## config.mk

```make
export PLATFORM = sky130hd
export DESIGN_NAME = stable_priority_queue_core_flat
export DESIGN_NICKNAME = d
export VERILOG_FILES = /design/src/sv/spq_pkg.sv /design/src/sv/spq_if.sv /design/src/sv/stable_priority_queue_core.sv /design/src/flat_wrapper.sv
export SDC_FILE = /design/constraint.sdc
export NUM_CORES = 2
export LEC_CHECK = 0
export ABC_CLOCK_PERIOD_IN_PS = 9050
export BUFFER_PORTS_ARGS = -buffer_cell sky130_fd_sc_hd__buf_4
export CORE_MARGIN = 3
export CORE_UTILIZATION = 65
export CTS_BUF_LIST = sky130_fd_sc_hd__clkbuf_2 sky130_fd_sc_hd__clkbuf_4 sky130_fd_sc_hd__clkbuf_8
export DETAILED_ROUTE_END_ITERATION = 7
export GPL_TIMING_DRIVEN = 0
export PLACE_DENSITY = 0.82
export SYNTH_ARGS = -nofsm -noshare
export SYNTH_HDL_FRONTEND = slang
export SYNTH_SLANG_ARGS = --single-unit
```

## constraint.sdc

```tcl
create_clock -name clock -period 9.05 [get_ports clock]
set_input_delay 2.2625 -clock clock [delete_from_list [all_inputs] [get_ports clock]]
set_output_delay 2.2625 -clock clock [all_outputs]
set_load 0.005 [all_outputs]
```

## src/sv/spq_pkg.sv

```systemverilog
// ----------------------------------------------------------------------------
// spq_pkg
// Shared types and codes for the sorted priority queue: operation and status
// codes, field widths and the layout of one stored entry.
// ----------------------------------------------------------------------------
package spq_pkg;

   localparam int DATA_W   = 32;
   localparam int PRIO_W   = 32;
   localparam int COUNT_W  = 5;
   localparam int STATUS_W = 2;

   // Operation codes carried on the request channel.
   localparam logic OP_ENQUEUE = 1'b0;
   localparam logic OP_DEQUEUE = 1'b1;

   // Status codes returned with every result.
   localparam logic [STATUS_W-1:0] ST_OK        = 2'd0;
   localparam logic [STATUS_W-1:0] ST_UNDERFLOW = 2'd1;
   localparam logic [STATUS_W-1:0] ST_OVERFLOW  = 2'd2;

   // One stored entry: data word and its signed priority.
   typedef struct packed {
      logic signed [DATA_W-1:0] data;
      logic signed [PRIO_W-1:0] prio;
   } entry_type;

endpackage

```

## src/sv/spq_if.sv

```systemverilog
// ----------------------------------------------------------------------------
// spq_req_if / spq_rsp_if
// Valid/ready channels of the sorted priority queue. A transfer happens at a
// rising clock edge with valid and ready both high.
// ----------------------------------------------------------------------------
interface spq_req_if;
   import spq_pkg::*;

   logic                     valid;
   logic                     ready;
   logic                     operation;
   logic signed [DATA_W-1:0] item_data;
   logic signed [PRIO_W-1:0] item_priority;

   modport source (output valid, output operation, output item_data,
                   output item_priority, input ready);
   modport sink   (input valid, input operation, input item_data,
                   input item_priority, output ready);
endinterface

interface spq_rsp_if;
   import spq_pkg::*;

   logic                     valid;
   logic                     ready;
   logic signed [DATA_W-1:0] removed_data;
   logic [STATUS_W-1:0]      status;
   logic [COUNT_W-1:0]       entry_count;

   modport source (output valid, output removed_data, output status,
                   output entry_count, input ready);
   modport sink   (input valid, input removed_data, input status,
                   input entry_count, output ready);
endinterface

```

## src/sv/stable_priority_queue_core.sv

```systemverilog
// ----------------------------------------------------------------------------
// stable_priority_queue_core
// Bounded priority queue kept in sorted order in a circular entry memory.
// Lowest priority leaves first; equal priorities leave in arrival order.
//
//   Channel   Direction  Transfer carries
//   req_ch    in         operation, item_data, item_priority
//   rsp_ch    out        removed_data, status, entry_count
//
// An enqueue walks the stored entries from the back, one compare and one
// memory move per cycle, until it finds the slot for the new entry; into an
// empty queue it writes the entry at once, and into a full one it is dropped.
// A dequeue makes one memory read; an empty dequeue makes none.
// The request side is ready only while the sequencer is idle; a finished
// result waits in the output register while the next request is taken.
// Reset is synchronous and empties the queue; the memory is not cleared.
// ----------------------------------------------------------------------------
module stable_priority_queue_core #(
   parameter int CAPACITY = 16
) (
   input  logic       clock,
   input  logic       reset,
   spq_req_if.sink    req_ch,
   spq_rsp_if.source  rsp_ch
);
   import spq_pkg::*;

   localparam int AW = $clog2(CAPACITY);
   localparam int CW = $clog2(CAPACITY + 1);
   localparam int SW = AW + 1;

   // Sequencer states.
   localparam logic [2:0] S_IDLE  = 3'd0;
   localparam logic [2:0] S_DEQ   = 3'd1;
   localparam logic [2:0] S_INS   = 3'd2;
   localparam logic [2:0] S_PLACE = 3'd3;
   localparam logic [2:0] S_EMIT  = 3'd4;

   // Circular pointer steps.
   function automatic logic [AW-1:0] ptr_inc(input logic [AW-1:0] p);
      ptr_inc = (p == AW'(CAPACITY - 1)) ? '0 : p + AW'(1);
   endfunction

   function automatic logic [AW-1:0] ptr_dec(input logic [AW-1:0] p);
      ptr_dec = (p == '0) ? AW'(CAPACITY - 1) : p - AW'(1);
   endfunction

   logic [2:0]               state_ff, state_in;
   logic [AW-1:0]            head_ff, head_in;
   logic [CW-1:0]            count_ff, count_in;
   logic [AW-1:0]            slot_ff, slot_in;
   logic [AW-1:0]            rd_addr_ff, rd_addr_in;
   logic [CW-1:0]            remain_ff, remain_in;
   entry_type                new_ff, new_in;
   logic signed [DATA_W-1:0] res_data_ff, res_data_in;
   logic [STATUS_W-1:0]      res_status_ff, res_status_in;
   logic                     rsp_valid_ff, rsp_valid_in;
   logic signed [DATA_W-1:0] rsp_data_ff, rsp_data_in;
   logic [STATUS_W-1:0]      rsp_status_ff, rsp_status_in;
   logic [COUNT_W-1:0]       rsp_count_ff, rsp_count_in;

   entry_type                mem [CAPACITY];
   entry_type                mem_rd_ff;
   logic                     mem_we;
   logic [AW-1:0]            mem_wa;
   entry_type                mem_wd;
   logic [AW-1:0]            mem_ra;

   logic                     req_xfer;
   logic                     rsp_free;
   logic [SW-1:0]            tail_sum;
   logic [AW-1:0]            tail;
   entry_type                req_entry;

   // Slot just behind the last stored entry.
   assign tail_sum = SW'(head_ff) + SW'(count_ff);
   assign tail     = (tail_sum >= SW'(CAPACITY)) ? AW'(tail_sum - SW'(CAPACITY))
                                                 : AW'(tail_sum);

   assign req_entry.data = req_ch.item_data;
   assign req_entry.prio = req_ch.item_priority;

   assign req_ch.ready = (state_ff == S_IDLE);
   assign req_xfer     = req_ch.valid && req_ch.ready;
   assign rsp_free     = !rsp_valid_ff || rsp_ch.ready;

   // Entry memory: one write port, one registered read port.
   always_ff @(posedge clock) begin
      if (mem_we) begin
         mem[mem_wa] <= mem_wd;
      end
      mem_rd_ff <= mem[mem_ra];
   end

   // Sequencer: insertion walks backward from the tail, one entry per cycle.
   always_comb begin
      state_in      = state_ff;
      head_in       = head_ff;
      count_in      = count_ff;
      slot_in       = slot_ff;
      rd_addr_in    = rd_addr_ff;
      remain_in     = remain_ff;
      new_in        = new_ff;
      res_data_in   = res_data_ff;
      res_status_in = res_status_ff;
      rsp_valid_in  = rsp_valid_ff && !rsp_ch.ready;
      rsp_data_in   = rsp_data_ff;
      rsp_status_in = rsp_status_ff;
      rsp_count_in  = rsp_count_ff;
      mem_we        = 1'b0;
      mem_wa        = slot_ff;
      mem_wd        = new_ff;
      mem_ra        = rd_addr_ff;

      unique case (state_ff)
         S_IDLE: begin
            mem_ra = (req_ch.operation == OP_DEQUEUE) ? head_ff : ptr_dec(tail);
            if (req_xfer) begin
               res_data_in   = '0;
               res_status_in = ST_OK;
               if (req_ch.operation == OP_DEQUEUE) begin
                  if (count_ff == '0) begin
                     res_status_in = ST_UNDERFLOW;
                     state_in      = S_EMIT;
                  end else begin
                     rd_addr_in = head_ff;
                     state_in   = S_DEQ;
                  end
               end else if (count_ff == CW'(CAPACITY)) begin
                  res_status_in = ST_OVERFLOW;
                  state_in      = S_EMIT;
               end else if (count_ff == '0) begin
                  mem_we   = 1'b1;
                  mem_wa   = tail;
                  mem_wd   = req_entry;
                  count_in = count_ff + CW'(1);
                  state_in = S_EMIT;
               end else begin
                  new_in     = req_entry;
                  slot_in    = tail;
                  rd_addr_in = ptr_dec(tail);
                  remain_in  = count_ff;
                  state_in   = S_INS;
               end
            end
         end
         S_DEQ: begin
            res_data_in = mem_rd_ff.data;
            head_in     = ptr_inc(head_ff);
            count_in    = count_ff - CW'(1);
            state_in    = S_EMIT;
         end
         S_INS: begin
            if (mem_rd_ff.prio > new_ff.prio) begin
               // Stored entry leaves later: move it one slot back.
               mem_we  = 1'b1;
               mem_wd  = mem_rd_ff;
               slot_in = rd_addr_ff;
               if (remain_ff == CW'(1)) begin
                  state_in = S_PLACE;
               end else begin
                  rd_addr_in = ptr_dec(rd_addr_ff);
                  mem_ra     = ptr_dec(rd_addr_ff);
                  remain_in  = remain_ff - CW'(1);
               end
            end else begin
               mem_we   = 1'b1;
               count_in = count_ff + CW'(1);
               state_in = S_EMIT;
            end
         end
         S_PLACE: begin
            mem_we   = 1'b1;
            count_in = count_ff + CW'(1);
            state_in = S_EMIT;
         end
         S_EMIT: begin
            if (rsp_free) begin
               rsp_valid_in  = 1'b1;
               rsp_data_in   = res_data_ff;
               rsp_status_in = res_status_ff;
               rsp_count_in  = COUNT_W'(count_ff);
               state_in      = S_IDLE;
            end
         end
         default: begin
            state_in = S_IDLE;
         end
      endcase
   end

   // Control registers.
   always_ff @(posedge clock) begin
      if (reset) begin
         state_ff     <= S_IDLE;
         head_ff      <= '0;
         count_ff     <= '0;
         rsp_valid_ff <= 1'b0;
      end else begin
         state_ff     <= state_in;
         head_ff      <= head_in;
         count_ff     <= count_in;
         rsp_valid_ff <= rsp_valid_in;
      end
   end

   // Working and result payload registers.
   always_ff @(posedge clock) begin
      slot_ff       <= slot_in;
      rd_addr_ff    <= rd_addr_in;
      remain_ff     <= remain_in;
      new_ff        <= new_in;
      res_data_ff   <= res_data_in;
      res_status_ff <= res_status_in;
      rsp_data_ff   <= rsp_data_in;
      rsp_status_ff <= rsp_status_in;
      rsp_count_ff  <= rsp_count_in;
   end

   assign rsp_ch.valid        = rsp_valid_ff;
   assign rsp_ch.removed_data = rsp_data_ff;
   assign rsp_ch.status       = rsp_status_ff;
   assign rsp_ch.entry_count  = rsp_count_ff;

   // The stored count never exceeds the capacity.
   a_count_bound: assert property (@(posedge clock) disable iff (reset)
      count_ff <= CW'(CAPACITY))
      else $error("entry count above capacity");

   // The count moves by at most one entry per cycle.
   a_count_step: assert property (@(posedge clock) disable iff (reset)
      !$stable(count_ff) |-> (count_ff == $past(count_ff) + CW'(1)) ||
                             (count_ff == $past(count_ff) - CW'(1)))
      else $error("entry count jumped");

   // During the backward walk the entries left to visit stay within the queue.
   a_walk_range: assert property (@(posedge clock) disable iff (reset)
      (state_ff == S_INS) |-> (remain_ff != '0) && (remain_ff <= count_ff))
      else $error("insertion walk out of range");

   // A rejected operation never returns data.
   a_reject_zero: assert property (@(posedge clock) disable iff (reset)
      (rsp_valid_ff && (rsp_status_ff != ST_OK)) |-> (rsp_data_ff == '0))
      else $error("rejected operation returned data");

endmodule
```

## src/flat_wrapper.sv

```systemverilog
// flat-port wrapper written by rule: the top's interface ports become plain ports
module stable_priority_queue_core_flat import spq_pkg::*;
#(
   parameter int CAPACITY = 16
)
  (clock, reset, req_ch_valid, req_ch_operation, req_ch_item_data, req_ch_item_priority, req_ch_ready, rsp_ch_valid, rsp_ch_removed_data, rsp_ch_status, rsp_ch_entry_count, rsp_ch_ready);
  spq_req_if req_ch_i ();
  spq_rsp_if rsp_ch_i ();
  input  logic clock;
  input  logic reset;
  input wire logic [$bits(req_ch_i.valid)-1:0] req_ch_valid;
  input wire logic [$bits(req_ch_i.operation)-1:0] req_ch_operation;
  input wire logic [$bits(req_ch_i.item_data)-1:0] req_ch_item_data;
  input wire logic [$bits(req_ch_i.item_priority)-1:0] req_ch_item_priority;
  output wire logic [$bits(req_ch_i.ready)-1:0] req_ch_ready;
  output wire logic [$bits(rsp_ch_i.valid)-1:0] rsp_ch_valid;
  output wire logic [$bits(rsp_ch_i.removed_data)-1:0] rsp_ch_removed_data;
  output wire logic [$bits(rsp_ch_i.status)-1:0] rsp_ch_status;
  output wire logic [$bits(rsp_ch_i.entry_count)-1:0] rsp_ch_entry_count;
  input wire logic [$bits(rsp_ch_i.ready)-1:0] rsp_ch_ready;
  assign req_ch_i.valid = req_ch_valid;
  assign req_ch_i.operation = req_ch_operation;
  assign req_ch_i.item_data = req_ch_item_data;
  assign req_ch_i.item_priority = req_ch_item_priority;
  assign req_ch_ready = req_ch_i.ready;
  assign rsp_ch_valid = rsp_ch_i.valid;
  assign rsp_ch_removed_data = rsp_ch_i.removed_data;
  assign rsp_ch_status = rsp_ch_i.status;
  assign rsp_ch_entry_count = rsp_ch_i.entry_count;
  assign rsp_ch_i.ready = rsp_ch_ready;
  stable_priority_queue_core #(.CAPACITY(CAPACITY)) u_core (.clock(clock), .reset(reset), .req_ch(req_ch_i), .rsp_ch(rsp_ch_i));
endmodule
```

==> run summary <==
The first global-routing pass estimated 200000 um of wire. For this block, the routed nets add up to 134000 um of wire. Yosys mapped the design onto 69 distinct sky130hd cell types. Of all nets on the critical path, the largest fanout is 16. The post-route fraction of the period consumed by the critical path was 0.726.

Nature of the critical path startpoint: a register. The run gives 0.0370 ns as the setup clock skew after layout. The run gives 0 as the post-cts hold buffer count. The most frequently used cell type in the post-synthesis netlist is edfxtp_1.

In this run the number of H-tree levels came out at 4. Each instance of the synthesized netlist takes up on average 15.3 um^2. Count of input and output buffers: 108.

For the total number of yosys warnings, the log shows 0. The synthesized design contains 1174 enable-type register cells. The floorplan has 101 rows.

In this run the worst hold path is classified as register to register. Detailed placement finished with a half-perimeter wire length of 87800 um. For this run, the post-layout net count is 3725. The checks that failed: design-rule violations.

Summing every instance area after synthesis gives 50000 um^2. The wire length per cell was 27.9 um; the fraction of final layout cells with drive strength greater than 1 was 0.149. Counting the fill cells in the layout gives 4278. OpenSTA, run right after detailed placement, puts the worst setup slack at 2.35 ns. The dominant delay contributor by cell family on the critical path is buffers and inverters. The run gives 0 ns as the aggregate negative setup slack. STA puts the critical path data arrival time at 7.13 ns. TritonCTS built the clock tree.

The hold violation count in the final report was 0; the share of flip-flops with an asynchronous set or reset was 0. The overall via count from detail_route is 32600, and the aggregate global-route resource usage is 0.330. The flow ran to the end, but the final reports show violations. On the worst path, the slowest cell contributes a delay of 1.05 ns. The normalized max-slew margin was 0.115. The commonest cells after synthesis are 1174 x edfxtp_1, 299 x nand2_1, 260 x and3_1. Counting the buffers created by CTS gives 187.

The category of the critical setup timing path was register to register. Following the worst setup path forward leads to its endpoint at u_core.mem[15][54]$_DFFE_PP_. Clock-pin slew was measured on the worst setup and hold paths at 0.06 ns. The clock latency at the later pin of the worst-skew pair was 0.86 ns; the number of cells in the finished layout apart from fillers was 4792.

The die is 283 um tall. The number of vias per cell after detailed routing works out to 6.81. The worst register-to-register path has a depth of 12. The top cell type by total area after synthesis is edfxtp_1.

Across all setup checks in the final design, the least slack found is 2.48 ns. The run gives 0.736 as the share of synthesized area occupied by flip-flops and latches. The tool flagged a number of max-cap violations equal to 0. The endpoint of the most critical register-to-register path is u_core.mem[15][54]$_DFFE_PP_. The core region area was 76100 um^2; the initial antenna violation count was 5. Setup repair after global routing left no endpoint under its margin. In this run the post-CTS setup repair buffer count came out at 0. The tools report the critical path capture point type as a register.

The run gives 9.60 ns as the worst endpoint required time. The area fraction of the dominant cell type after synthesis was 0.705. In this run the clock root is driven by a clkbuf_8. Entering global routing, the biggest net connects 36 pins. The logs give 80300 um^2 for the overall die area and 1251 for the number of clock sinks. The critical path contains buffers and inverters numbering 4 combined.

For the pin with the worst max-slew slack, the measured transition is 1.32 ns. The end-of-flow core utilization was 0.746. Among the stages of the critical path, the cell type that occurs most often is inv_1.

The slowest stage of the critical path is the nor2_1 cell. The critical path startpoint is u_core.new_ff[31]$_DFFE_PP_. The total instance count after detailed placement is 4449. In this run the remaining antenna-violating nets after routing total 0. Among all flip-flop cells after synthesis, the most frequent one is edfxtp_1. Setup violations remaining at the end of the flow were counted as 0.

For the post-synthesis instance total, the log shows 3274. The number of placed I/O pins came out at 110. Based on the critical path, the design can be clocked at up to 0.152 GHz. The number of storage elements in the synthesis netlist is 1251, and the synthesized net count is 3390. The first TritonRoute pass finished after 8 iterations. Setup slack on the worst reg-to-reg path comes out at 2.48 ns.

The count of cells resized by post-cts repair was 0; the final critical delay including setup and external delays was 6.57 ns. The critical path crosses 12 cells after its start point. From synthesis to final layout, the design area changed by 13.5%. The tools report the number of remaining DRC errors as 4. The startpoint identified for the worst register-to-register timing path is u_core.new_ff[31]$_DFFE_PP_. The starting density of the core came out at 0.657.

The number of global-route vias before repair came out at 32800. In the post-synthesis netlist, the biggest area contributors are edfxtp_1 71%, a211oi_1 3.8%, and3_1 3.3%. The tools report the number of max-slew violations in the final report as 0.

The floorplan step set the die width to 283 um. Number of buffers on the longest clock path: 3. The total congestion overflow is 0, and the routability-driven placement congestion ratio is 0.912. Traced cell by cell, the critical path runs through inv_1 -> ha_1 -> nand2_1 -> o21bai_1 -> a211oi_1 -> a311o_1 -> o211ai_1 -> nor2_1 -> clkbuf_1 -> buf_1 -> a222oi_1 -> inv_1. In this run, the number of DRC markers left after iteration 0 of detailed routing was 5232.
==> sequential cells by signal (all words and copies together), names as in the netlist, 3 cells and up <==
register and count:
u_core.mem 1024, u_core.mem_rd_ff 64, u_core.new_ff 64, u_core.res_data_ff 32, u_core.rsp_ch.removed_data 32, u_core.count_ff 5
u_core.remain_ff 5, u_core.rsp_ch.entry_count 5, u_core.head_ff 4, u_core.rd_addr_ff 4, u_core.slot_ff 4, u_core.state_ff 3
==> per-stage QoR <==
stage               hold slack [ns]  area, um^2
floorplan                     0.400       50000
global placement              0.402       52100
detailed placement            0.405       52900
CTS                           0.409       56700
global route                  0.426       56700
finish                        0.416       56700
==> worst register-to-register path: cells and delay by family (launching register included) <==
| family | cells | cell delay, ns |
|---|---|---|
| AO/OA/AOI/OAI | 5 | 2.09 |
| adder cells (fa/ha/maj) | 1 | 0.50 |
| flip-flops | 1 | 0.36 |
| AND/OR/NAND/NOR | 2 | 1.19 |
| buffers and inverters | 4 | 2.12 |
==> per-layer routing <==
layer,global-route usage,up-vias,share of wire
met1,0.434,16000,0.36
met3,0.0767,442,0.12
met2,0.525,2573,0.48
met5,0,-,0.00021
li1,-,13600,-
met4,0.160,4,0.048
==> worst min-delay path by stage <==
stage | start | to | depth (start not counted)
final | u_core.res_data_ff[18]$_SDFFCE_PN0P_ | u_core.rsp_ch.removed_data[18]$_DFFE_PP_ | 0
after global placement | u_core.res_data_ff[11]$_SDFFCE_PN0P_ | u_core.rsp_ch.removed_data[11]$_DFFE_PP_ | 0
after detailed placement | u_core.res_data_ff[11]$_SDFFCE_PN0P_ | u_core.rsp_ch.removed_data[11]$_DFFE_PP_ | 0
after floorplan | u_core.res_data_ff[0]$_SDFFCE_PN0P_ | u_core.rsp_ch.removed_data[0]$_DFFE_PP_ | 0
after global routing | u_core.res_data_ff[28]$_SDFFCE_PN0P_ | u_core.rsp_ch.removed_data[28]$_DFFE_PP_ | 0
after CTS | u_core.res_data_ff[9]$_SDFFCE_PN0P_ | u_core.rsp_ch.removed_data[9]$_DFFE_PP_ | 0
==> cells in the final DEF (no fill, tap or decap), types with 44 or more instances in the layout <==
cell	synthesis	layout
and4_1	65	65
clkbuf_1	147	147
buf_4	32	144
nand2_1	299	299
a21oi_1	46	46
clkbuf_8	0	197
mux2i_1	137	137
a222oi_1	56	56
dfxtp_1	77	77
a211oi_1	256	256
and3_1	260	260
a32oi_1	126	126
buf_2	44	44
inv_1	105	105
nor2_1	58	49
ha_1	45	45
clkbuf_4	0	64
o21bai_1	128	128
edfxtp_1	1174	1174
==> logic make-up (layout without fill, tap and decap cells) <==
group                      count (synthesis)  in the layout  synth area share
and+or+nand+nor                          789            789            0.0843
muxes                                    139            139            0.0279
buffers and inverters                    338            823            0.0296
xor gates and xnor gates                  11             11           0.00193
AOI/OAI and AO/OA                        699            699             0.108
DFF                                     1251           1251             0.736
adders and majority gates                 47             47            0.0121
other                                      0              3                 0
==> final cells by class <==
| cell class | instances | area, um^2 | share of cell area |
|---|---|---|---|
| inverters | 106 | 398 | 0.00702 |
| plain buffers | 232 | 1080 | 0.0191 |
| multi-input cells | 1685 | 11800 | 0.209 |
| well taps | 1030 | 1290 | 0.0227 |
| flip-flops and latches | 1251 | 36800 | 0.649 |
| clock inverters | 78 | 581 | 0.0102 |
| diodes | 3 | 7.51 | 0.000132 |
| repair buffers | 146 | 1520 | 0.0269 |
| clock buffers | 261 | 3190 | 0.0563 |
Power is left out: the tool's default activity adds up to more than one toggle a clock period on the data nets, which glitch-free logic cannot reach.
